**src/sv/utf8cr_pkg.sv**
```systemverilog
// Shared types and constants of the UTF-8 check-and-replace filter
`default_nettype none
package utf8cr_pkg;

    localparam int unsigned BYTE_W    = 8;
    localparam int unsigned CFG_IDX_W = 1;

    typedef enum logic [CFG_IDX_W-1:0] {
        CFG_REPL_CHAR = 1'b0,
        CFG_VAL_ONLY  = 1'b1
    } t_cfg_idx;

    localparam logic [BYTE_W-1:0] CONT_MIN   = 8'h80;
    localparam logic [BYTE_W-1:0] LEAD2_MASK = 8'hE0;
    localparam logic [BYTE_W-1:0] LEAD2_VAL  = 8'hC0;
    localparam logic [BYTE_W-1:0] LEAD3_MASK = 8'hF0;
    localparam logic [BYTE_W-1:0] LEAD3_VAL  = 8'hE0;
    localparam logic [BYTE_W-1:0] LEAD4_MASK = 8'hF8;
    localparam logic [BYTE_W-1:0] LEAD4_VAL  = 8'hF0;
    localparam logic [BYTE_W-1:0] REPL_RST   = 8'd63;

    typedef struct packed {
        logic [1:0] bytes_to_come;
        logic       stopped;
        logic       failed;
        logic       emitted;
    } t_str_state;

endpackage
`default_nettype wire

```
**src/sv/utf8_check_and_replace_filter_unit.sv**
```systemverilog
// Top level of the UTF-8 check-and-replace filter
// Stages: the accepted byte is held in the input reg, then its result in the result reg.
// Throughput: one byte per cycle unless the output stalls; the string state is registered.
// Stall on the output holds both stages; the input stalls only when they are full.
// Reset (synchronous, active low) clears string state, pipeline valids and registers
// to replacement 0x3F and replace mode.
`default_nettype none
module utf8_check_and_replace_filter_unit (
    input  wire logic                                 i_clk,
    input  wire logic                                 i_rst_n,
    input  wire logic                                 i_in_valid,
    output logic                                      o_in_stall,
    input  wire logic [utf8cr_pkg::BYTE_W-1:0]        i_data_byte,
    input  wire logic                                 i_last_byte,
    output logic                                      o_out_valid,
    input  wire logic                                 i_out_stall,
    output logic                                      o_char_valid,
    output logic [utf8cr_pkg::BYTE_W-1:0]             o_char_out,
    output logic                                      o_string_end,
    output logic                                      o_string_ok,
    input  wire logic                                 i_cfg_valid,
    output logic                                      o_cfg_ready,
    input  wire logic [utf8cr_pkg::CFG_IDX_W-1:0]     i_cfg_index,
    input  wire logic [utf8cr_pkg::BYTE_W-1:0]        i_cfg_data
);

    logic [utf8cr_pkg::BYTE_W-1:0] r_repl;
    logic                          r_vonly;

    logic                          r_in_valid;
    logic [utf8cr_pkg::BYTE_W-1:0] r_in_byte;
    logic                          r_in_last;

    utf8cr_pkg::t_str_state        r_st;
    utf8cr_pkg::t_str_state        n_st;

    logic                          r_out_valid;
    logic                          r_char_valid;
    logic [utf8cr_pkg::BYTE_W-1:0] r_char_out;
    logic                          r_string_end;
    logic                          r_string_ok;

    logic                          n_char_valid;
    logic [utf8cr_pkg::BYTE_W-1:0] n_char_out;
    logic                          n_string_ok;

    logic                          out_adv;
    logic                          in_adv;
    logic                          replace;

    assign out_adv     = !r_out_valid || !i_out_stall;
    assign in_adv      = !r_in_valid || out_adv;
    assign o_in_stall  = !in_adv;
    assign o_cfg_ready = 1'b1;
    assign replace     = !r_vonly;

    always_comb begin
        n_st         = r_st;
        n_char_valid = 1'b0;
        n_char_out   = '0;
        n_string_ok  = 1'b0;
        if (!r_st.failed && !r_st.stopped) begin
            if (r_st.bytes_to_come != 2'd0) begin
                if (r_in_byte >= utf8cr_pkg::CONT_MIN) begin
                    n_st.bytes_to_come = r_st.bytes_to_come - 2'd1;
                    if (r_st.bytes_to_come == 2'd1 && replace) begin
                        n_char_valid = 1'b1;
                        n_char_out   = r_repl;
                        n_st.emitted = 1'b1;
                    end
                end else begin
                    n_st.failed        = 1'b1;
                    n_st.bytes_to_come = 2'd0;
                end
            end else if (r_in_byte == '0) begin
                n_st.stopped = 1'b1;
            end else if (!r_in_byte[utf8cr_pkg::BYTE_W-1]) begin
                if (replace) begin
                    n_char_valid = 1'b1;
                    n_char_out   = r_in_byte;
                    n_st.emitted = 1'b1;
                end
            end else if ((r_in_byte & utf8cr_pkg::LEAD2_MASK) == utf8cr_pkg::LEAD2_VAL) begin
                n_st.bytes_to_come = 2'd1;
            end else if ((r_in_byte & utf8cr_pkg::LEAD3_MASK) == utf8cr_pkg::LEAD3_VAL) begin
                n_st.bytes_to_come = 2'd2;
            end else if ((r_in_byte & utf8cr_pkg::LEAD4_MASK) == utf8cr_pkg::LEAD4_VAL) begin
                n_st.bytes_to_come = 2'd3;
            end else begin
                n_st.failed = 1'b1;
            end
        end
        if (r_in_last) begin
            n_string_ok = !(n_st.failed || n_st.bytes_to_come != 2'd0)
                          && (r_vonly || n_st.emitted);
            n_st        = '0;
        end
    end

    always_ff @(posedge i_clk) begin
        if (!i_rst_n) begin
            r_repl  <= utf8cr_pkg::REPL_RST;
            r_vonly <= 1'b0;
        end else if (i_cfg_valid && o_cfg_ready) begin
            case (utf8cr_pkg::t_cfg_idx'(i_cfg_index))
                utf8cr_pkg::CFG_REPL_CHAR: r_repl  <= i_cfg_data;
                utf8cr_pkg::CFG_VAL_ONLY:  r_vonly <= i_cfg_data[0];
                default: ;
            endcase
        end
    end

    always_ff @(posedge i_clk) begin
        if (!i_rst_n) begin
            r_in_valid <= 1'b0;
        end else if (in_adv) begin
            r_in_valid <= i_in_valid;
        end
    end

    always_ff @(posedge i_clk) begin
        if (in_adv && i_in_valid) begin
            r_in_byte <= i_data_byte;
            r_in_last <= i_last_byte;
        end
    end

    always_ff @(posedge i_clk) begin
        if (!i_rst_n) begin
            r_st        <= '0;
            r_out_valid <= 1'b0;
        end else if (out_adv) begin
            r_out_valid <= r_in_valid;
            if (r_in_valid) begin
                r_st <= n_st;
            end
        end
    end

    always_ff @(posedge i_clk) begin
        if (out_adv && r_in_valid) begin
            r_char_valid <= n_char_valid;
            r_char_out   <= n_char_out;
            r_string_end <= r_in_last;
            r_string_ok  <= n_string_ok;
        end
    end

    assign o_out_valid  = r_out_valid;
    assign o_char_valid = r_char_valid;
    assign o_char_out   = r_char_out;
    assign o_string_end = r_string_end;
    assign o_string_ok  = r_string_ok;

endmodule
`default_nettype wire

```
**config.mk**
```make
export PLATFORM = sky130hd
export DESIGN_NAME = utf8_check_and_replace_filter_unit
export DESIGN_NICKNAME = d
export VERILOG_FILES = /design/src/sv/utf8cr_pkg.sv /design/src/sv/utf8_check_and_replace_filter_unit.sv
export SDC_FILE = /design/constraint.sdc
export NUM_CORES = 1
export LEC_CHECK = 0
export BUFFER_PORTS_ARGS = -buffer_cell sky130_fd_sc_hd__buf_2
export CAP_MARGIN = 0
export CORE_MARGIN = 2
export CORE_UTILIZATION = 53
export CTS_CLUSTER_SIZE = 8
export DETAILED_ROUTE_END_ITERATION = 8
export GPL_ROUTABILITY_DRIVEN = 0
export HOLD_SLACK_MARGIN = 0.08
export PLACE_DENSITY = 0.79
export SLEW_MARGIN = 15
export SYNTH_ARGS = -nofsm -noshare
export SYNTH_HDL_FRONTEND = slang
export SYNTH_SLANG_ARGS = --single-unit
```
**constraint.sdc**
```tcl
create_clock -name i_clk -period 3.35 [get_ports i_clk]
set_clock_uncertainty 0.15 [all_clocks]
set_input_delay 0.335 -clock i_clk [delete_from_list [all_inputs] [get_ports i_clk]]
set_output_delay 0.335 -clock i_clk [all_outputs]
set_load 0.03 [all_outputs]
```
* Word level (Yosys, flattened, before mapping)
Index checks and enable logic that the tools add are counted.
** Storage, ports and cells
- Output and inout bits :: 14
- Bits in writable memories :: 0
- Bits of input ports :: 23
- Register bits :: 36
- Word-level logic and storage cells :: 82
- Latch bits :: 0
- Memory bits (read-only) :: 0
- Memories kept :: 0
** Cells by class
- Bitwise operators :: 1
- Add/subtract/negate cells :: 1
- Divide/modulo/power cells :: 0
- $mul :: 0
- Order comparisons :: 1
- Shift-type cells :: 0
- Multiplexer cells :: 34
- Reduce and logical (&&, ||, !) cells :: 26
- Equal/unequal tests :: 5
** Operators by type and width (number)
- two-way mux 8 bit :: 5
- two-way mux 2 bit :: 9
- two-way mux 1 bit :: 17
- two-way mux 5 bit :: 2
- greater-or-equal comparator 8 bit, second input constant :: 1
- logical NOT 1 bit :: 8
- logical NOT 8 bit :: 1
- nonzero test 2 bit :: 4
- two-way mux 7 bit :: 1
- AND reduction 2 bit :: 3
- == test 5 bit, second input constant :: 1
- logical AND 1 bit :: 5
- AND reduction 5 bit :: 1
- == test 4 bit, second input constant :: 1
- logical OR 1 bit :: 4
- == test 3 bit, second input constant :: 1
- == test 2 x 1 -> 1 bit, second input constant :: 1
- inequality test 2 bit, second input constant :: 1
- subtractor 2 x 1 -> 2 bit, second input constant :: 1
- inverter 1 bit :: 1

* Logic depth before layout (Yosys ltp)
- Word-level depth :: 12
- Depth in mapped cells :: 8
- Gate-level depth less buffers :: 7

* Worst setup path before layout
Ideal clock, no wire load.
- Path kind :: flip-flop to flip-flop
- Start point :: reg r_in_byte[7] in the netlist's numbering
- End point :: reg r_string_ok (netlist: o_string_ok), data pin
- Buffers on the path :: 0
- Required time :: 2.941 ns
- Library setup time :: 0.259 ns
- Stages on the path, launching flop included :: 6
- Slack :: 1.571 ns
- Arrival time :: 1.370 ns
- Cells stage by stage :: edfxtp_1 > or4_4 > nor2_4 > o21ai_2 > nor3_2 > nor3_2
** Between the ends
- Cells in the longest elaborated chain, start to end :: 12
** RTL lines
- start, declared :: line utf8_check_and_replace_filter_unit.sv:31 : logic [utf8cr_pkg::BYTE_W-1:0] r_in_byte;
- start signal, assigned :: line utf8_check_and_replace_filter_unit.sv:123 : r_in_byte <= i_data_byte;
- == test 5 bit :: line utf8_check_and_replace_filter_unit.sv:87 : end else if ((r_in_byte & utf8cr_pkg::LEAD4_MASK) == utf8cr_pkg::LEAD4_VAL) begin
- two-way mux 2 bit :: line utf8_check_and_replace_filter_unit.sv:87
- two-way mux 2 bit :: line utf8_check_and_replace_filter_unit.sv:85 : end else if ((r_in_byte & utf8cr_pkg::LEAD3_MASK) == utf8cr_pkg::LEAD3_VAL) begin
- two-way mux 2 bit :: line utf8_check_and_replace_filter_unit.sv:83 : end else if ((r_in_byte & utf8cr_pkg::LEAD2_MASK) == utf8cr_pkg::LEAD2_VAL) begin
- two-way mux 2 bit :: line utf8_check_and_replace_filter_unit.sv:77 : end else if (!r_in_byte[utf8cr_pkg::BYTE_W-1]) begin
- two-way mux 2 bit :: line utf8_check_and_replace_filter_unit.sv:75 : end else if (r_in_byte == '0) begin
- two-way mux 2 bit :: line utf8_check_and_replace_filter_unit.sv:63 : if (r_st.bytes_to_come != 2'd0) begin
- two-way mux 5 bit (*) :: line utf8_check_and_replace_filter_unit.sv:62 : if (!r_st.failed && !r_st.stopped) begin
- nonzero test 2 bit :: line utf8_check_and_replace_filter_unit.sv:94 : n_string_ok = !(n_st.failed || n_st.bytes_to_come != 2'd0)
- logical OR 1 bit :: line utf8_check_and_replace_filter_unit.sv:94
- logical NOT 1 bit :: line utf8_check_and_replace_filter_unit.sv:94
- logical AND 1 bit (*) :: line utf8_check_and_replace_filter_unit.sv:95 : && (r_vonly || n_st.emitted);
- end signal, assigned :: line utf8_check_and_replace_filter_unit.sv:145 : r_string_ok <= n_string_ok;
- end, declared :: line utf8_check_and_replace_filter_unit.sv:41 : logic r_string_ok;
Every way passes the cells marked *; elsewhere a longest branch is shown, timed or not. The select of a mux whose other input is x is not followed.
A chain may end at the register's enable or synchronous reset.

* Worst setup path in the final report
- Start point :: reg r_st[3] in the netlist's numbering
- End point :: reg r_string_ok (netlist: o_string_ok), data pin
** Between the ends
- Cells in the longest elaborated chain, start to end :: 11
** RTL lines
- start, declared :: line utf8_check_and_replace_filter_unit.sv:34 : utf8cr_pkg::t_str_state r_st;
- start signal, assigned :: line utf8_check_and_replace_filter_unit.sv:135 : r_st <= n_st;
- two-way mux 2 bit :: line utf8_check_and_replace_filter_unit.sv:87
- two-way mux 2 bit :: line utf8_check_and_replace_filter_unit.sv:85
- two-way mux 2 bit :: line utf8_check_and_replace_filter_unit.sv:83
- two-way mux 2 bit :: line utf8_check_and_replace_filter_unit.sv:77
- two-way mux 2 bit :: line utf8_check_and_replace_filter_unit.sv:75
- two-way mux 2 bit :: line utf8_check_and_replace_filter_unit.sv:63
- two-way mux 5 bit (*) :: line utf8_check_and_replace_filter_unit.sv:62
- nonzero test 2 bit :: line utf8_check_and_replace_filter_unit.sv:94
- logical OR 1 bit :: line utf8_check_and_replace_filter_unit.sv:94
- logical NOT 1 bit :: line utf8_check_and_replace_filter_unit.sv:94
- logical AND 1 bit (*) :: line utf8_check_and_replace_filter_unit.sv:95
Marks and branches as above.

==> key figures <==
Outcome
  • Status: complete, but fails checks
  • Failing checks: DRC

Worst setup path
  • Crit start category: flop
  • Critical Path Source: r_st[3]
  • Crit path DAT: around 2.3 ns
  • Crit end category: flop
  • Crit path max fanout: 12
  • Critical path required time: approximately 3.4 ns
  • Origin of the critical flop-to-flop path: r_st[3]
  • Reg2reg path depth: 7
  • Kind of critical path: flop to flop

Timing
  • Tcrit/Tclk final: 0.671
  • Final setup viols: 0
  • Final setup margin: around 1.1 ns
  • Slew headroom: 0.503
  • RSZ-0062 raised after global routing: no
  • Max frequency: 0.445 GHz
  • Hold violation count in the final report: 0
  • Worst-Margin Slew: 0.744 ns
  • Post-route setup TNS: 0 ns
  • Crit path time final: 2.25 ns
  • Final slew viol count: 0

CTS
  • CTS max path bufs: 2
  • CTS Buf Count: 5
  • CTS tree: built
  • CTS clock-pin slew for the worst setup and hold paths: roughly 0.1 ns
  • Post-CTS setup buffer count: 0
  • Clk sinks: 36
  • Worst-Skew Late Latency: between 0.3 and 0.4 ns
  • Root Buffer: clkbuf_4
  • Number of H-tree levels: 2

Synth
  • Sequential element share of the synthesized area: 0.582
  • Cells after Synth: 150
  • Syn Area/Cell: around 11 um2
  • Mapped Area: approximately 0.0016 mm2
  • Count of cell types in the netlist: 40
  • Post-synthesis register bit count: 36
  • Syn nets: ~180
  • YS warnings: 0

Die
  • Core area: around 0.0028 mm2
  • Chip width: ~60 um
  • Die height: 58.6 um
  • Row count: 19
  • Boundary pin count: 37
  • Die ar.: between 0.003 and 0.004 mm2
  • Initial Util: 0.564

Global route
  • Initial antenna violation count: 0
  • First-pass GRT wire length: 5500 um
  • GR Overflow Total: 0
  • Total GRT Usage: 0.221
  • Pin count of the biggest net entering global routing: 19
  • Vias in the first global route: 1265

Route
  • Initial DRC Count: 46
  • Final wirelength: 3360 um
  • Via count: approximately 1300
  • Remaining DRCs: 3
  • WL/cell: 14.2 um
  • ANT nets after route: 0
  • DR vias/cell: between 5 and 6
  • Drt pass-1 iters: 6

Place
  • DPL Wire Length: ~2400 um
  • DP Worst Slack: approximately 1.2 ns
  • Placed Cells: 210
  • PortBufs: 35
  • Post-DP Area: 0.00177 mm2

Pwr
  • Power density over the cells: ~450 mW/mm2
  • Max IR drop VDD: 0.000311 V
  • Lkg Pwr: 0.000841 uW

Min path
  • Hold Startpoint: i_rst_n
  • Hold WC Path Type: input pin to flop
  • Hold Crit Depth: 2

Layout
  • Most common cell after layout, fill and taps aside: buf_2
  • Multi-input logic area: just over 600 um2
  • Filler instances: 207
  • Final Util: 0.723
  • Fraction of layout cells with a size suffix above 1: 0.254
  • P&R area growth vs syn: 28.1%
  • Ant diodes: 0
  • Fin area: 0.00203 mm2
  • FF/Latch Area: roughly 920 um2
  • Most frequent cells in the layout: 35 x buf_2, 27 x nand2_1, 20 x edfxtp_1
  • Layout net count: between 200 and 250
  • Finished Layout Cells: around 240

Job
  • Max-Cap Viols: 0
kinds of logic (layout without fill, tap and decap cells):
logic type | after synthesis | in the layout | share of synthesized area
other | 1 | 1 | 0.00237
buffers and inverters | 12 | 67 | 0.0332
adders and majority gates | 2 | 2 | 0.0158
DFF | 36 | 36 | 0.582
AOI/OAI and AO/OA | 32 | 32 | 0.150
and+or+nand+nor | 67 | 67 | 0.217
metal layers:
layer | vias to the layer above | share of wire | GRT usage
li1 | 648 | - | -
met1 | 611 | 0.40 | 0.244
met2 | 39 | 0.54 | 0.401
met3 | 5 | 0.051 | 0.0593
met4 | 0 | 0.012 | 0.0909
met5 | - | 0 | 0
worst max-delay path, stage by stage (launching register included):
cell and delay (ns):
dfxtp_1 0.36, inv_1 0.13, ha_1 0.40, nor3b_2 0.50, nand2_1 0.12, o21ai_2 0.21
nor3_2 0.06, nor3_2 0.17
sequential cells by signal, indices dropped and copies added (netlist names):
name,count
o_char_out,8
o_char_valid,1
o_out_valid,1
o_string_end,1
o_string_ok,1
r_in_byte,8
r_in_last,1
r_in_valid,1
r_repl,8
r_st,5
r_vonly,1
area by class of cell:
class | instances | area share
Tap cell | 31 | 0.0191
Multi-Input combinational cell | 102 | 0.301
Inverter | 5 | 0.00926
Timing Repair Buffer | 54 | 0.179
Clock inverter | 2 | 0.0173
Clock buffer | 6 | 0.0204
Sequential cell | 36 | 0.454
per-stage QoR:
| stage | hold slack, ns | power (uW) |
|---|---|---|
| 2_1_floorplan | 0.281 | 583 |
| 3_3_place_gp | 0.320 | 614 |
| 3_5_place_dp | 0.318 | 619 |
| 4_1_cts | 0.147 | 919 |
| 5_1_grt | 0.164 | 952 |
| 6_report | 0.162 | 915 |
power by group:
part	internal (uW)	switching, uW
clock	156	132
sequential	491	16.3
combinational	52.1	66.3
total	700	215
worst paths after layout:
check	endpoint	slack (ns)
worst min register to register	r_repl[4]	0.33
worst max-delay path	o_string_ok	1.10
worst min-delay path	r_repl[4]	0.16
worst max register to register	o_string_ok	1.10
Yosys cell counts (all sizes together):
cell / number / area share
nand2: 27 / 0.064
a21oi: 5 / 0.018
nand2b: 1 / 0.0040
ha: 2 / 0.016
a41oi: 1 / 0.0055
dfxtp: 16 / 0.20
o21a: 1 / 0.0047
edfxtp: 20 / 0.38
inv: 5 / 0.012
o21ai: 5 / 0.018
a211o: 1 / 0.0055
conb: 1 / 0.0024
or4: 2 / 0.014
a311oi: 2 / 0.011
o221a: 1 / 0.0071
a32oi: 1 / 0.0055
a21boi: 5 / 0.026
o31ai: 1 / 0.0047
o2111ai: 1 / 0.0055
nor3: 5 / 0.022
and3: 2 / 0.0079
o211ai: 1 / 0.0047
or2: 1 / 0.0040
nor3b: 2 / 0.013
nor2b: 4 / 0.016
buf: 4 / 0.014
nor2: 13 / 0.036
clkbuf: 3 / 0.0071
nand3: 9 / 0.028
a22oi: 7 / 0.033
and4bb: 1 / 0.0079
repair_timing:
action,in CTS,in global routing
endpoints found under the hold margin,18,0
gates resized for setup,0,0
hold buffers,18,0
setup endpoints to repair,0,0
Note: power is estimated with default switching activity, not from simulation.
